## config.mk

```make
export PLATFORM = sky130hd
export DESIGN_NAME = two_channel_wavetable_generator
export DESIGN_NICKNAME = d
export VERILOG_FILES = /design/src/hw/rtl/wtg_pkg.sv /design/src/hw/rtl/wtg_ram.sv /design/src/hw/rtl/wtg_ctrl.sv /design/src/hw/rtl/wtg_dp.sv /design/src/hw/rtl/two_channel_wavetable_generator.sv
export SDC_FILE = /design/constraint.sdc
export NUM_CORES = 2
export LEC_CHECK = 0
export BUFFER_PORTS_ARGS = -buffer_cell sky130_fd_sc_hd__buf_2
export CAP_MARGIN = 20
export CORE_MARGIN = 2
export CORE_UTILIZATION = 43
export DETAILED_ROUTE_END_ITERATION = 10
export PLACE_DENSITY = 0.62
export SYNTH_ARGS = -nofsm -noshare
export SYNTH_HDL_FRONTEND = slang
export SYNTH_HIERARCHICAL = 1
export SYNTH_SLANG_ARGS = --single-unit
```

## constraint.sdc

```tcl
create_clock -name clk -period 4.91 [get_ports clk]
set_input_delay 1.2275 -clock clk [delete_from_list [all_inputs] [get_ports clk]]
set_output_delay 1.2275 -clock clk [all_outputs]
set_load 0.02 [all_outputs]
```

## src/hw/rtl/wtg_pkg.sv

```systemverilog
// Shared types and constants of the two-channel wavetable generator.
`timescale 1ns / 1ps

package wtg_pkg;

	localparam int unsigned STEP_SIZE  = 32;
	localparam int unsigned PROM_DEPTH = 512;
	localparam int unsigned PROM_WIDTH = 4;
	localparam int unsigned PHASE_W    = 17;
	localparam int unsigned FREQ_W     = 12;
	localparam int unsigned DIV_W      = PHASE_W + FREQ_W - 1;
	localparam int unsigned ACC_W      = 9;
	localparam int unsigned SHIFT_W    = 5;
	// A trigger can leave a large counter under a small frequency, so the
	// divide runs over all 17 quotient bits.
	localparam logic [SHIFT_W-1:0] DIV_FIRST_SHIFT = 5'd16;
	// Once the steps down to bit five are done the remainder is the counter
	// modulo 32 times the frequency; the steps below give the wave index.
	localparam logic [SHIFT_W-1:0] DIV_WRAP_SHIFT  = 5'd5;
	localparam logic [FREQ_W-1:0]  FREQ_MAX        = 12'hfff;
	localparam logic [4:0]         SAMPLE_MID      = 5'd8;

	typedef enum logic [2:0] {
		MODE_TICK    = 3'd0,
		MODE_CONTROL = 3'd1,
		MODE_LATCH   = 3'd2,
		MODE_TRIGGER = 3'd3,
		MODE_PROM    = 3'd4
	} mode_t;

	typedef enum logic [2:0] {
		S_IDLE,
		S_LOAD,
		S_DIV,
		S_READ,
		S_ACC,
		S_DONE
	} state_t;

	typedef struct packed {
		logic               accept;
		logic               clr_acc;
		logic               load;
		logic               div_step;
		logic               div_wrap;
		logic               div_index;
		logic [SHIFT_W-1:0] shift;
		logic               rd;
		logic               acc;
		logic               out_load;
		logic               voice;
	} cmd_t;

	typedef struct packed {
		logic active;
	} status_t;

endpackage

```

## src/hw/rtl/wtg_ram.sv

```systemverilog
// Generic single-port RAM with registered read data.
`timescale 1ns / 1ps

module wtg_ram #(
	parameter int unsigned WIDTH = 4,
	parameter int unsigned DEPTH = 512
) (
	input  logic                     clk,
	input  logic                     en,
	input  logic                     we,
	input  logic [$clog2(DEPTH)-1:0] addr,
	input  logic [WIDTH-1:0]         wdata,
	output logic [WIDTH-1:0]         rdata
);

	logic [WIDTH-1:0] mem_q [DEPTH];

	always_ff @(posedge clk) begin
		if (en) begin
			if (we) begin
				mem_q[addr] <= wdata;
			end else begin
				rdata <= mem_q[addr];
			end
		end
	end

endmodule

```

## src/hw/rtl/wtg_ctrl.sv

```systemverilog
// Controller state machine: sequences the voices of one tick.
`timescale 1ns / 1ps

module wtg_ctrl import wtg_pkg::*; (
	input  logic    clk,
	input  logic    arst_n,
	input  logic    in_valid,
	input  mode_t   in_mode,
	output logic    in_ready,
	input  logic    out_ready,
	output logic    out_valid,
	input  status_t status,
	output cmd_t    cmd
);

	state_t state_q, state_d;
	logic voice_q, voice_d;
	logic [SHIFT_W-1:0] shift_q, shift_d;
	logic out_full_q;
	logic out_free;

	assign out_free  = !out_full_q || out_ready;
	assign out_valid = out_full_q;

	always_comb begin
		state_d = state_q;
		unique case (state_q)
			S_IDLE: begin
				if (in_valid && in_mode == MODE_TICK) state_d = S_LOAD;
			end
			S_LOAD: begin
				if (status.active) state_d = S_DIV;
				else if (voice_q) state_d = S_DONE;
			end
			S_DIV: begin
				if (shift_q == '0) state_d = S_READ;
			end
			S_READ: state_d = S_ACC;
			S_ACC: begin
				state_d = voice_q ? S_DONE : S_LOAD;
			end
			S_DONE: begin
				if (out_free) state_d = S_IDLE;
			end
			default: state_d = S_IDLE;
		endcase
	end

	always_comb begin
		cmd       = '0;
		in_ready  = 1'b0;
		voice_d   = voice_q;
		shift_d   = shift_q;
		cmd.voice = voice_q;
		cmd.shift = shift_q;
		unique case (state_q)
			S_IDLE: begin
				in_ready    = 1'b1;
				cmd.accept  = in_valid;
				cmd.clr_acc = in_valid && in_mode == MODE_TICK;
				voice_d     = 1'b0;
			end
			S_LOAD: begin
				cmd.load = 1'b1;
				shift_d  = DIV_FIRST_SHIFT;
				// A silent voice skips its divide and leaves its phase alone.
				if (!status.active && !voice_q) voice_d = 1'b1;
			end
			S_DIV: begin
				cmd.div_step  = 1'b1;
				cmd.div_wrap  = shift_q == DIV_WRAP_SHIFT;
				cmd.div_index = shift_q < DIV_WRAP_SHIFT;
				if (shift_q != '0) shift_d = shift_q - 1'b1;
			end
			S_READ: cmd.rd = 1'b1;
			S_ACC: begin
				cmd.acc = 1'b1;
				voice_d = 1'b1;
			end
			S_DONE: cmd.out_load = out_free;
			default: ;
		endcase
	end

	always_ff @(posedge clk or negedge arst_n) begin
		if (!arst_n) begin
			state_q    <= S_IDLE;
			voice_q    <= 1'b0;
			shift_q    <= '0;
			out_full_q <= 1'b0;
		end else begin
			state_q <= state_d;
			voice_q <= voice_d;
			shift_q <= shift_d;
			if (cmd.out_load) out_full_q <= 1'b1;
			else if (out_ready) out_full_q <= 1'b0;
		end
	end

endmodule

```

## src/hw/rtl/wtg_dp.sv

```systemverilog
// Datapath: voice registers, serial divider, wave PROM and mixer.
`timescale 1ns / 1ps

module wtg_dp import wtg_pkg::*; (
	input  logic        clk,
	input  logic        arst_n,
	input  cmd_t        cmd,
	output status_t     status,
	input  mode_t       mode,
	input  logic        channel,
	input  logic [11:0] value,
	input  logic [8:0]  prom_address,
	input  logic [3:0]  prom_data,
	output logic [15:0] sample
);

	logic [PHASE_W-1:0] phase_q [2];
	logic [FREQ_W-1:0]  freq_act_q [2];
	logic [FREQ_W-1:0]  freq_pend_q [2];
	logic [2:0]         bank_q [2];
	logic [3:0]         level_q [2];

	logic [PHASE_W-1:0] rem_q;
	logic [4:0]         quo_q;
	logic signed [ACC_W-1:0] acc_q;
	logic [15:0]        sample_q;

	logic [DIV_W-1:0]   divisor;
	logic [PHASE_W-1:0] rem_next;
	logic               ge;
	logic               prom_we;
	logic               prom_en;
	logic [8:0]         prom_addr;
	logic [3:0]         prom_rdata;
	logic signed [ACC_W-1:0] centered;
	logic signed [ACC_W-1:0] product;

	assign status.active = level_q[cmd.voice] != '0 && freq_act_q[cmd.voice] != '0;

	// One restoring step: compare against the frequency shifted to the current bit.
	assign divisor  = DIV_W'(freq_act_q[cmd.voice]) << cmd.shift;
	assign ge       = DIV_W'(rem_q) >= divisor;
	assign rem_next = ge ? rem_q - PHASE_W'(divisor) : rem_q;

	assign prom_we   = cmd.accept && mode == MODE_PROM;
	assign prom_en   = prom_we || cmd.rd;
	assign prom_addr = prom_we ? prom_address : {cmd.voice, bank_q[cmd.voice], quo_q};

	wtg_ram #(
		.WIDTH(PROM_WIDTH),
		.DEPTH(PROM_DEPTH)
	) u_prom (
		.clk  (clk),
		.en   (prom_en),
		.we   (prom_we),
		.addr (prom_addr),
		.wdata(prom_data),
		.rdata(prom_rdata)
	);

	assign centered = $signed(ACC_W'({1'b0, prom_rdata})) - $signed(ACC_W'(SAMPLE_MID));
	assign product  = ACC_W'(centered * $signed(ACC_W'(level_q[cmd.voice])));

	always_ff @(posedge clk or negedge arst_n) begin
		if (!arst_n) begin
			for (int i = 0; i < 2; i++) begin
				phase_q[i]     <= '0;
				freq_act_q[i]  <= '0;
				freq_pend_q[i] <= '0;
				bank_q[i]      <= '0;
				level_q[i]     <= '0;
			end
		end else begin
			if (cmd.accept) begin
				case (mode)
					MODE_CONTROL: begin
						level_q[channel] <= value[3:0];
						bank_q[channel]  <= value[7:5];
					end
					MODE_LATCH:   freq_pend_q[channel] <= FREQ_MAX - value;
					MODE_TRIGGER: freq_act_q[channel]  <= freq_pend_q[channel];
					default: ;
				endcase
			end
			// The step at bit five leaves the counter reduced modulo 32 times the frequency.
			if (cmd.div_step && cmd.div_wrap) phase_q[cmd.voice] <= rem_next;
		end
	end

	always_ff @(posedge clk) begin
		if (cmd.load) rem_q <= phase_q[cmd.voice] + PHASE_W'(STEP_SIZE);
		else if (cmd.div_step) rem_q <= rem_next;
		if (cmd.div_step && cmd.div_index) quo_q <= {quo_q[3:0], ge};
		if (cmd.clr_acc) acc_q <= '0;
		else if (cmd.acc) acc_q <= acc_q + product;
		if (cmd.out_load) sample_q <= {acc_q, 7'b0};
	end

	assign sample = sample_q;

endmodule

```

## src/hw/rtl/two_channel_wavetable_generator.sv

```systemverilog
// Top level of the two-channel wavetable generator.
//
//  channel  | fields (low bit up)                              | result
//  s_axis   | tuser: mode[2:0] channel[3]                      | request in
//           | tdata: value[11:0] prom_address[20:12]           |
//           |        prom_data[24:21], zero fill to 32         |
//  m_axis   | tdata: sample[15:0] signed                       | one per tick
//
// Control, latch, trigger and PROM requests are handled while idle and leave the
// generator ready for the next request. A tick loads each voice in turn; every sounding
// voice runs a 17-step restoring divide, a PROM read and an accumulate, and a silent one is skipped.
// The finished sample sits in an output register; the next request is taken
// while it waits, and a tick stalls only when the register is still full.
// Reset clears the voice registers; the PROM keeps its contents.
`timescale 1ns / 1ps

module two_channel_wavetable_generator import wtg_pkg::*; (
	input  logic        clk,
	input  logic        arst_n,
	input  logic        s_axis_tvalid,
	output logic        s_axis_tready,
	input  logic [31:0] s_axis_tdata,  // value, prom_address, prom_data
	input  logic [3:0]  s_axis_tuser,  // mode, channel
	output logic        m_axis_tvalid,
	input  logic        m_axis_tready,
	output logic [15:0] m_axis_tdata   // sample
);

	cmd_t    cmd;
	status_t status;
	mode_t   mode;

	assign mode = mode_t'(s_axis_tuser[2:0]);

	wtg_ctrl u_ctrl (
		.clk      (clk),
		.arst_n   (arst_n),
		.in_valid (s_axis_tvalid),
		.in_mode  (mode),
		.in_ready (s_axis_tready),
		.out_ready(m_axis_tready),
		.out_valid(m_axis_tvalid),
		.status   (status),
		.cmd      (cmd)
	);

	wtg_dp u_dp (
		.clk         (clk),
		.arst_n      (arst_n),
		.cmd         (cmd),
		.status      (status),
		.mode        (mode),
		.channel     (s_axis_tuser[3]),
		.value       (s_axis_tdata[11:0]),
		.prom_address(s_axis_tdata[20:12]),
		.prom_data   (s_axis_tdata[24:21]),
		.sample      (m_axis_tdata)
	);

	a_one_action: assert property (@(posedge clk) disable iff (!arst_n)
		$onehot0({cmd.accept, cmd.load, cmd.div_step, cmd.rd, cmd.acc, cmd.out_load}))
		else $error("datapath got more than one command");

	a_tick_busy: assert property (@(posedge clk) disable iff (!arst_n)
		(s_axis_tvalid && s_axis_tready && mode == MODE_TICK) |=> !s_axis_tready)
		else $error("request taken while a tick is in progress");

	a_load_valid: assert property (@(posedge clk) disable iff (!arst_n)
		cmd.out_load |=> m_axis_tvalid)
		else $error("sample loaded but not presented");

	a_div_busy: assert property (@(posedge clk) disable iff (!arst_n)
		cmd.div_step |-> !s_axis_tready && !cmd.accept)
		else $error("divider step while taking requests");

endmodule

```

After elaboration in Yosys (flattened, before gate mapping)
Memory sizes are Yosys's and may differ from the RTL's. A register that Yosys moved wholly into a read port is not among the register bits.
Cells that the tools add are included.

word-level totals
  flip-flop bits (word level) = 146
  bits in latches = 0
  bits in writable memories = 2048
  ROM bits = 0
  output and inout bits = 18
  word-level logic and storage cells = 137
  memories kept = 1

memory list
  memory             words  width  read ports  clocked after Yosys merged registers in  wr ports  RTL line       source
  u_dp.u_prom.mem_q  512    4      1           1                                        1         wtg_ram.sv:16  logic [WIDTH-1:0] mem_q [DEPTH];

cells by class
  add/subtract/negate cells = 6
  multipliers = 1
  divide/modulo/power cells = 0
  order comparisons = 6
  equality and inequality tests = 16
  shift operators = 1
  multiplexer cells = 55
  bitwise operators = 3
  reduce and logical (&&, ||, !) cells = 30

operators by type and width
  cell                                                  number
  2-to-1 mux 17 bit                                     7
  2-to-1 mux 12 bit                                     7
  bitwise mux 24 bit                                    2
  bitwise mux 34 bit                                    1
  2-to-1 mux 3 bit                                      11
  >= comparator 17 x 28 -> 1 bit                        1
  left shift 12 x 5 -> 28 bit                           1
  one-hot mux 3 bit (6 select lines)                    1
  adder 17 x 6 -> 17 bit (second input constant)        1
  demux 17 bit (select 1 bit)                           1
  subtractor 17 bit                                     1
  2-to-1 mux 4 bit                                      4
  demux 12 bit (select 1 bit)                           1
  equality test 3 x 2 -> 1 bit (second input constant)  4
  AND reduction 2 bit                                   6
  nonzero test 12 bit                                   1
  subtractor 12 bit (first input constant)              1
  2-to-1 mux 1 bit                                      11
  != test 2 x 1 -> 1 bit (second input constant)        5
  one-hot mux 5 bit (2 select lines)                    1
  adder 9 bit                                           1
  equality test 3 bit (second input constant)           3
  multiplier 9 x 5 -> 9 bit                             1
  2-to-1 mux 9 bit                                      1
  other kinds (27)                                      44

Logic depth before layout (Yosys ltp)
  word-level depth = 10
  gate-level depth with buffers = 23
  gate-level depth less buffers = 17

Cells and area by module
Netlist, hierarchy kept.

by module, submodules not included
  module    times used  cells each  area an instance (µm²)
  wtg_ram   1           4081        80967.7
  wtg_dp    1           1020        9791.9
  wtg_ctrl  1           70          626.9

Least setup slack after synthesis
No wires, ideal clock.

  path type = register to register
  start point = register u_ctrl.voice_q
  end point = register u_dp.acc_q[8]
  library setup time = 0.086 ns
  data arrival time = 5.157 ns
  required time = 4.824 ns
  setup slack = -0.332 ns
  stages on the path, launching flop included = 22
  buffers on the path = 6
  period minus slack after synthesis = 5.242 ns
  path through = dfrtp_1 > buf_4 > buf_2 > clkbuf_1 > buf_2 > buf_2 > buf_2 > mux2i_1 > or2_2 > inv_1 > fa_1 > inv_1 > fa_1 > fa_1 > inv_1 > ha_1 > a21o_1 > a21oi_1 > o21bai_1 > a21oi_1 > xnor2_1 > a211oi_1

on the way
  cells in the longest elaborated chain, start to end = 6

RTL lines
  element                                              RTL line        source
  from (decl)                                          wtg_ctrl.sv:17  logic voice_q, voice_d;
  from (signal assigned)                               wtg_ctrl.sv:93  voice_q <= voice_d;
  NOT 1 -> 2 bit (not written as such)                 wtg_dp.sv:62    assign product = ACC_W'(centered * $signed(ACC_W'(level_q[cmd.voice])));
  2-to-1 mux 4 bit (not written as such) (3 in a row)  wtg_dp.sv:62
  multiplier 9 x 5 -> 9 bit                            wtg_dp.sv:62
  adder 9 bit                                          wtg_dp.sv:95    else if (cmd.acc) acc_q <= acc_q + product;
  to (signal assigned)                                 wtg_dp.sv:95
  to (decl)                                            wtg_dp.sv:25    logic signed [ACC_W-1:0] acc_q;

Every way passes these cells. The select of a mux whose other input is x is not followed.
A chain may end at the register's enable or synchronous reset.

==> flow_summary.toml <==
[place]
dpl.hpwl_um = 154000
routabilityCongestion = 0.877
placed_area_um2 = 99400
portBuffers = 43
pre_cts_ws_ns = -0.639

[sta]
finalSetupViolCount = 0
rsz0062_at_grt = "true"
maxSlewHeadroom_pct = 26.2
tightest_slew_ns = 1.11
drv_slew = 0
finalCritPeriodShare_pct = 98.8
fin_skew_ns = 0.0305
worst_slack_ns = 0.0575
finalSetupTns_ns = 0
hold_viol_final = 0
max_freq_mhz = 206
final.min_clock_period_ns = 4.85

[grt]
grt_first_pass_wirelength_um = 346000
grt_pass1_vias = 51080
antenna_found_initial = 4
grt_max_degree = 137
grt_overflow_total = 0
grt.total_usage_pct = 21.6

[clock_network]
h-tree-depth = 4
cts_sinks = 2198
clk_path_buf_depth = 3
root_buffer = "clkbuf_16"
clkTransAtPathRegs_ns = 0.07
cts_made_buffers = 216
clock_latency_ns = 0.86
cts_tree = "yes"
cts_hold_buf = 0

[drt]
num_vias = 50783
wirelength_um = 234000
viasPerCell = 5.82
drt_iter0_markers = 5753
remaining_drc_errors = 0
drtAntennaViolNets = 0
dr.pass1.iters = 6
wl_per_cell_um = 26.9

[power]
powerDensity_nw_per_um2 = 428
pwr-share-comb_pct = 17.3
p_leak_nw = 35.1
total_power_w = 0.0456
internal_power_w = 0.0332
ir_drop_mv = 0.679
sequentialPowerShare_pct = 46.9
pwr-share-clk_pct = 35.8
swShare_pct = 27.1
p_switching_w = 0.0124

[run_status]
status = "completed"

[die]
initial_utilization_pct = 43.2
rows = 169
die_w_um = 465
ioPinCount = 58
die_area_um2 = 216000
coreArea_um2 = 212000
fp.dieH_um = 465

[critical_path]
end_kind = "flop"
crit_path_cell_trace = "nor3_2 > and2_1 > nand2_1 > nor3_4 > buf_4 > buf_4 > buf_4 > mux2_2 > buf_4 > and3b_1 > nand2_1 > o22ai_1 > nor2_1 > a221oi_1 > a2111oi_2 > o2111ai_1"
cp.arrival_ns = 5.53
startpoint_type = "flop"
reg2reg_slack_ns = 0.06
path_class = "reg -> reg"
required_ns = 5.59
crit_path_max_fanout = 9
cpMostUsedCell = "buf_4"
cp_top_family = "simple AND/OR/NAND/NOR gates"
r2r_start = "u_ctrl/state_q[2]"
max_stage_delay_ns = 0.87
worst_r2r_path_depth = 16
crit_slowest_cell = "a221oi_1"
r2r_end = "u_dp/u_prom/rdata[0]"
path_buf_inv = 4
cp.depth = 16

[synth]
ys_seq_area_share_pct = 71.5
synth_top_area_share_pct = 68.4
synth-edff-count = 2083
yosys.area.top_type = "edfxtp_1"
avgSynthCellArea_um2 = 17.7
yosys_register_bits = 2198
yosys-top-cells-area = "edfxtp_1, mux4_2, dfrtp_1"
syn-cell-area_um2 = 91400
syn_inst = 5171
synth_top_flop_cell = "edfxtp_1"
yosys_warnings = 6
synth.distinct_cells = 89
async_flop_share_pct = 4.82

[job]
drv_cap = 0

[cells_and_area]
syn2layout_area_growth_pct = 16.6
fillers = 17072
multi_input_area_um2 = 24300
layout-drive-gt1-share_pct = 27.9
register_area_um2 = 65400
final_area_um2 = 107000
nets = 5824

[min_path]
hp-class = "in -> async"
-- area by class of cell --
| class | instances | share of cell area (%) |
|---|---|---|
| sequential | 2198 | 61.4 |
| multi-input combinational | 2565 | 22.8 |
| timing repair buffer | 691 | 5.79 |
| clock buffer | 258 | 5.30 |
| tap | 2821 | 3.31 |
| clock inverter | 138 | 1.27 |
| inverter | 57 | 0.205 |
| antenna | 2 | 0.00470 |
-- power by group through the flow --
stage / registers (W) / clock network [W] / logic [W]
2_1_floorplan: 0.0216 / 0 / 0.00493
3_3_place_gp: 0.0217 / 0 / 0.00766
3_5_place_dp: 0.0218 / 0 / 0.00775
4_1_cts: 0.0214 / 0.0166 / 0.00780
5_1_grt: 0.0214 / 0.0173 / 0.00858
6_report: 0.0214 / 0.0163 / 0.00789
-- worst max-delay path by stage --
stage / start / end / slack, ns
floorplan: u_ctrl/voice_q / u_dp/acc_q[8] / -0.05
global placement: s_axis_tvalid / u_dp/u_prom/rdata[0] / -0.67
detailed placement: s_axis_tvalid / u_dp/u_prom/rdata[0] / -0.64
CTS: u_ctrl/state_q[2] / u_dp/u_prom/rdata[3] / 0.05
global route: u_ctrl/state_q[2] / u_dp/u_prom/rdata[0] / -0.12
finish: u_ctrl/state_q[2] / u_dp/u_prom/rdata[0] / 0.06
-- Yosys cell counts, types with 18 or more instances --
| cell type | n |
|---|---|
| nand4_1 | 58 |
| mux4_2 | 492 |
| nand2_1 | 225 |
| mux2i_1 | 223 |
| o211ai_1 | 37 |
| a211oi_1 | 24 |
| nor2b_1 | 37 |
| nand3_1 | 39 |
| a221oi_1 | 20 |
| a22o_1 | 18 |
| edfxtp_1 | 2083 |
| buf_4 | 30 |
| clkbuf_1 | 171 |
| nor2_1 | 631 |
| a21oi_1 | 84 |
| buf_6 | 22 |
| a22oi_1 | 82 |
| mux2_2 | 78 |
| buf_2 | 108 |
| ha_1 | 38 |
| a31oi_1 | 28 |
| dfrtp_1 | 106 |
| o21ai_0 | 83 |
| buf_1 | 25 |
| inv_1 | 52 |
| nor3_1 | 65 |
-- sequential cells by signal (all words and copies together) (netlist names) --
name and count:
u_dp/freq_pend_q 24, u_dp/sample 9, u_dp/freq_act_q 24, u_dp/u_prom/mem_q 2048, u_dp/acc_q 9, u_dp/u_prom/rdata 4
u_ctrl/shift_q 5, u_ctrl/voice_q 1, u_ctrl/state_q 3, u_dp/quo_q 5, u_dp/rem_q 17, u_dp/level_q 8
u_dp/phase_q 34, u_dp/bank_q 6, u_ctrl/out_valid 1
-- cell usage in the layout (no fill, tap or decap), types with 39 or more instances in the layout --
cell type	n
edfxtp_1	2083
nor2_1	629
buf_4	565
mux4_2	492
mux2i_1	220
clkbuf_16	218
nand2_1	209
dfrtp_1	104
a21oi_1	83
a22oi_1	82
buf_12	81
o21ai_0	80
mux2_2	74
nor3_1	60
nand4_1	58
inv_1	52
clkinv_1	49
clkinv_2	46
nand3_1	39
-- metal layers --
metal | up-vias | wire length, um | track usage [%]
li1 | 21818 | - | -
met1 | 26512 | 97600 | 30.7
met2 | 2120 | 111000 | 34.1
met3 | 333 | 19200 | 4.17
met5 | - | 0 | 0
met4 | 0 | 6580 | 6.29
-- stage by stage --
| step | util [%] | hold WS, ns | std cells |
|---|---|---|---|
| after floorplan | - | 0.422 | 5177 |
| after global placement | 47.0 | 0.448 | 8328 |
| after detailed placement | 47.0 | 0.442 | 8328 |
| after CTS | 50.3 | 0.466 | 8724 |
| after global routing | 50.3 | 0.172 | 8730 |
| final | 50.3 | 0.212 | 8730 |
-- cell families (layout without fill, tap and decap cells) --
kind of cell,Yosys count,after routing,synth area share (%)
xor+xnor,29,29,0.278
other cells,1,9,0.00410
mux,794,794,15.5
compound gates,523,523,4.02
flops,2198,2198,71.5
simple gates,1157,1157,5.55
buf+inv,414,1144,2.17
fa+ha+maj,55,55,0.893
-- timing repair --
action | in CTS | in global routing
gates cloned | 0 | 0
gates resized for setup | 2 | 12
endpoints found under the setup margin | 2 | 32
setup buffers | 0 | 2
(Power assumes the default switching activity.)
